[config.mk]
export PLATFORM = sky130hd
export DESIGN_NAME = ptd_sqrt
export DESIGN_NICKNAME = d
export VERILOG_FILES = /design/src/rtl/ptd_pkg.sv /design/src/rtl/ptd_sqrt.sv
export SDC_FILE = /design/constraint.sdc
export NUM_CORES = 2
export LEC_CHECK = 0
export BUFFER_PORTS_ARGS = -buffer_cell sky130_fd_sc_hd__buf_2
export CAP_MARGIN = 15
export CORE_ASPECT_RATIO = 1.5
export CORE_UTILIZATION = 45
export CTS_CLUSTER_SIZE = 10
export DETAILED_ROUTE_END_ITERATION = 8
export GPL_TIMING_DRIVEN = 0
export HOLD_SLACK_MARGIN = 0.05
export PLACE_DENSITY_LB_ADDON = 0.2
export SYNTH_ARGS = -nofsm -noshare
export SYNTH_HDL_FRONTEND = slang
export SYNTH_SLANG_ARGS = --single-unit
[constraint.sdc]
create_clock -name clk -period 4.2 [get_ports clk]
set_input_delay 0.63 -clock clk [delete_from_list [all_inputs] [get_ports clk]]
set_output_delay 0.63 -clock clk [all_outputs]
set_load 0.1 [all_outputs]
[src/rtl/ptd_pkg.sv]
// Shared constants and types for the point-to-triangle distance pipeline.
// No dependencies; the top level, ptd_div and ptd_sqrt import this package.
`default_nettype none

package ptd_pkg;

  localparam int COORD_WIDTH_DEF = 24;   // default coordinate width
  localparam int N_COORD         = 12;   // coordinates in one input transfer
  localparam int QBITS           = 32;   // fraction bits of the barycentric parameters
  localparam int DIST_W          = 25;   // width of the distance result
  localparam logic [DIST_W-1:0] DIST_MAX = '1;
  localparam int OUT_DW          = ((DIST_W + 7) / 8) * 8;
  localparam int MUL_LAT         = 3;    // register stages of the wide multiplier

  // How a barycentric parameter is formed once the region is known.
  typedef enum logic [1:0] {
    PAR_ZERO,
    PAR_ONE,
    PAR_DIV,
    PAR_COMP
  } par_sel_t;

endpackage

`default_nettype wire

[src/rtl/ptd_sqrt.sv]
// Pipelined integer square root, one result bit per register stage.
// Depends on ptd_pkg for the default result width.
`default_nettype none

module ptd_sqrt
  import ptd_pkg::*;
#(
  parameter int W = DIST_W
) (
  input  logic           clk,
  input  logic           en,
  input  logic [2*W-1:0] rad_i,
  output logic [W-1:0]   root_o
);

  logic [W:0]     rem_r  [W];
  logic [W-1:0]   root_r [W];
  logic [2*W-1:0] rad_r  [W];

  for (genvar k = 0; k < W; k++) begin : g_step
    logic [W:0]     rem_p;
    logic [W-1:0]   root_p;
    logic [2*W-1:0] rad_p;
    logic [W+2:0]   cat, trial;
    logic           take;

    if (k == 0) begin : g_first
      assign rem_p  = '0;
      assign root_p = '0;
      assign rad_p  = rad_i;
    end else begin : g_next
      assign rem_p  = rem_r[k-1];
      assign root_p = root_r[k-1];
      assign rad_p  = rad_r[k-1];
    end

    assign cat   = {rem_p, rad_p[2*W-1:2*W-2]};
    assign trial = {1'b0, root_p, 2'b01};
    assign take  = (cat >= trial);

    always_ff @(posedge clk) begin
      if (en) begin
        // The remainder can reach twice the partial root, so it keeps W+1 bits.
        rem_r[k]  <= take ? (W+1)'(cat - trial) : cat[W:0];
        root_r[k] <= {root_p[W-2:0], take};
        rad_r[k]  <= {rad_p[2*W-3:0], 2'b00};
      end
    end
  end

  assign root_o = root_r[W-1];

endmodule

`default_nettype wire
==> summary.txt <==
share of flip-flops with an asynchronous set or reset - 0%
count of flip-flops with a built-in enable after synthesis - 1514
final setup fails - 0
achievable frequency - 247 MHz
TritonCTS clock tree - done
startpoint of the most critical setup path - rem_r[4][31]$_DFFE_PP_
final net count - 6036
Worst Hold Launch - rad_i[48]
number of vias per cell - 5.34
Post-DP Area - 0.0731 mm^2
cell class contributing the biggest share of worst-path delay - compound AO/OA/AOI/OAI gates
Net Sw Power - 11.3 mW
area of the die - 0.157 mm^2
Slew Limit Fails - 0
number of detailed-route iterations in the first pass - 5
post-synthesis adder-cell area fraction - 6.30%
Final HPWL DP - 106 mm
gr usage total - 18.5%
post-synth top area share - 65.0%
Net Count, Synth - 5728
I/O pin count - 77
CP Data Required Time - 4710 ps
clk buf depth - 3
number of cells on the critical path - 10
fraction of synthesized cell area in xor and xnor cells - 5.94%
starting density of the core - 45.5%
# Max-Cap Violations - 0
clock sink count - 1514
hold violation total from the final report - 0
share of layout cells above drive strength 1 - 7.29%
Power Internal - 29.8 mW
Tcrit/Tclk final - 96.5%
commonest cells after routing, fill and taps aside - edfxtp_1 (1514), inv_1 (411), nand2_1 (353)
average routed wire per standard cell - 18.7 um
total number of yosys warnings - 0
area growth from synthesis to layout - 12.3%
row count - 176
Post-Synth Simple-Gate Area - 9.88%
Gate Count Post-Synth - 5324
Arrival @ worst endpoint - 4570 ps
most area-hungry cell type in the Yosys netlist - edfxtp_1
critical path buffer and inverter count - 1
drt total wl - 144 mm
top_reg_cell synth - edfxtp_1
proportion of synthesized area in mux cells - 0.840%
post-synthesis cell area - 0.0699 mm^2
worst-path cell chain - ha_1 > clkbuf_1 > nand4_1 > a21oi_1 > o21ai_0 > a211oi_1 > nor4_2 > a2111oi_0 > nand2_1 > xnor2_1
Seq pwr share - 48.8%
status - finished, final reports clean
Port-buffer cells - 76
die outline height - 485 um
Setup TNS - 0 ps
global placement routability congestion - 1.02
r2r setup slk - 150 ps
clock slew seen by the registers of the worst setup and hold paths - 60 ps
critical path's slowest cell - a211oi_1
global-route wire length before repair - 223 mm
Compound-Gate Fraction of Synth Area - 9.27%
cell area after layout - 0.0785 mm^2
RSZ-0062 raised after global routing - no
dominant combinational cell family by area after synthesis - simple AND/OR/NAND/NOR gates
via count of the first global-routing pass - 42900
Rel. slew slack - 19.2%
worst reg2reg path startpoint - rem_r[4][31]$_DFFE_PP_
final clock skew - 54.1 ps
Hold WC Path Type - input port to flip-flop
P_leak - 30.0 nW
Seq/Total Area, Yosys - 65.0%
startpoint type of the worst setup path - flip-flop
share of power burned in combinational logic - 19.4%
antenna violations before repair - 3
H-Tree Level Count - 4
number of remaining DRC errors - 0
main area contributors after synthesis - edfxtp_1 (65%), ha_1 (6.3%), xnor2_1 (3.3%)
vias post-DR - 41200
latest clock arrival within the worst-skew pair - 810 ps
largest net degree at the start of global routing - 176
type of the setup path with the least slack - flip-flop to flip-flop
worst ir drop on vdd - 0.000381 V
power per standard cell area - 524 mW/mm^2
starting DRC count in detailed routing - 2055
worst hold path endpoint - rem_r[0][0]$_DFFE_PP_
R2R depth - 10
number of cells on the worst hold path - 2
delay of the slowest critical-path stage - 860 ps
most common library cell in the layout ignoring fill and taps - edfxtp_1
time the worst path needs with I/O delays and setup - 4050 ps
share of total power in the clock network - 31.9%
switch share - 27.6%
synthesized flop and latch total - 1514
gr ovfl total - 0
slew at the pin with the worst max-slew slack - 1200 ps
Crit Reg-Reg Endpoint - rem_r[4][77]$_DFFE_PP_
library cell used as clock root buffer - clkbuf_16
count of distinct cell types in the synthesized netlist - 88
area of the placeable core - 0.154 mm^2
horizontal extent of the die - 324 um
crit-path max FO - 7
endpoint type of the worst setup path - flip-flop
TritonCTS buffer count - 172
Final ANT Viol Nets - 0
Mapped Avg Cell Area - 13.1 um^2
## registers in the layout, summed over array words and instances, names as in the netlist
name / flops
rem_r: 589
rad_r: 600
root_r: 325
## cells in the mapped netlist, types with 29 or more instances
cell type / instances
o21a_1: 78
xor2_1: 214
a21oi_1: 322
nand4_1: 50
a21o_1: 135
or3_1: 52
nor2_1: 333
nor4_1: 54
nor3_1: 136
ha_1: 352
nand2_1: 353
mux2_2: 45
clkbuf_1: 76
nand3b_1: 29
nand3_1: 91
xnor2_1: 260
edfxtp_1: 1514
nand2b_1: 73
o31ai_1: 32
a31oi_1: 37
o21ai_0: 262
inv_1: 412
nor2b_1: 55
## metal layers
layer	GRT usage [%]	routed length, um
met1	15.0	44600
met5	0	0
met3	2.94	4020
met2	38.1	85000
met4	13.3	10700
## worst register-to-register path, delay by kind of cell, from the launching register on
family / cells / cell delay [ps]
AOI/OAI and AO/OA: 4 / 2180
and+or+nand+nor: 3 / 500
DFF: 1 / 390
adders and majority gates: 1 / 290
buffers and inverters: 1 / 280
xor gates and xnor gates: 1 / 170
## worst max path at each step
| stage | end | slack (ps) |
|---|---|---|
| floorplan | rem_r[5][75]$_DFFE_PP_ | 1090 |
| CTS | rem_r[5][101]$_DFFE_PP_ | 30 |
| finish | rem_r[4][77]$_DFFE_PP_ | 150 |
| detailed placement | rem_r[5][101]$_DFFE_PP_ | -1130 |
| global route | rem_r[4][79]$_DFFE_PP_ | 50 |
| global placement | rem_r[5][103]$_DFFE_PP_ | -21100 |
## power by group through the flow
stage                     logic [mW]  registers (mW)  clock network [mW]
after floorplan                 5.62            20.0                   0
after global placement          7.74            21.0                   0
after global routing            8.82            20.2                14.1
after detailed placement        7.89            20.3                   0
after CTS                       8.00            20.0                13.6
final                           7.96            20.0                13.1
## cell type report
cell class / count / area [um^2]
Buffer: 86 / 359
Fill cell: 13200 / 75200
Inverter: 413 / 1550
Tap cell: 2047 / 2560
Antenna cell: 1 / 2.50
Timing Repair Buffer: 137 / 1160
Sequential cell: 1514 / 45500
Clock buffer: 186 / 4420
Multi-Input combinational cell: 3308 / 22600
Clock inverter: 21 / 329
## cell families (layout without fill, tap and decap cells)
group	Yosys count	in the layout
flops	1514	1514
simple gates	1385	1385
compound gates	1043	1043
buf+inv	502	843
xor+xnor	474	474
fa+ha+maj	352	352
mux	53	53
other cells	1	2
## repair_timing
action,in CTS,in global routing
hold buffers,50,0
setup endpoints to repair,92,46
gates resized for setup,23,12
pin swaps,0,1
hold endpoints to repair,49,0
setup buffers,1,0
## through the flow
step | worst slack [ps] | hold slack, ps | power (mW) | util (%) | std cells
final | 146 | 141 | 41.1 | 51.0 | 7713
after global routing | 54.6 | 89.5 | 43.1 | 51.0 | 7713
after CTS | 29.7 | 68.4 | 41.6 | 51.0 | 7712
after detailed placement | -1130 | 405 | 28.2 | 47.6 | 7457
after global placement | -21100 | 400 | 28.8 | 47.4 | 7447
after floorplan | 1090 | 400 | 25.7 | - | 5324
Power figures use the tool's default switching activity.
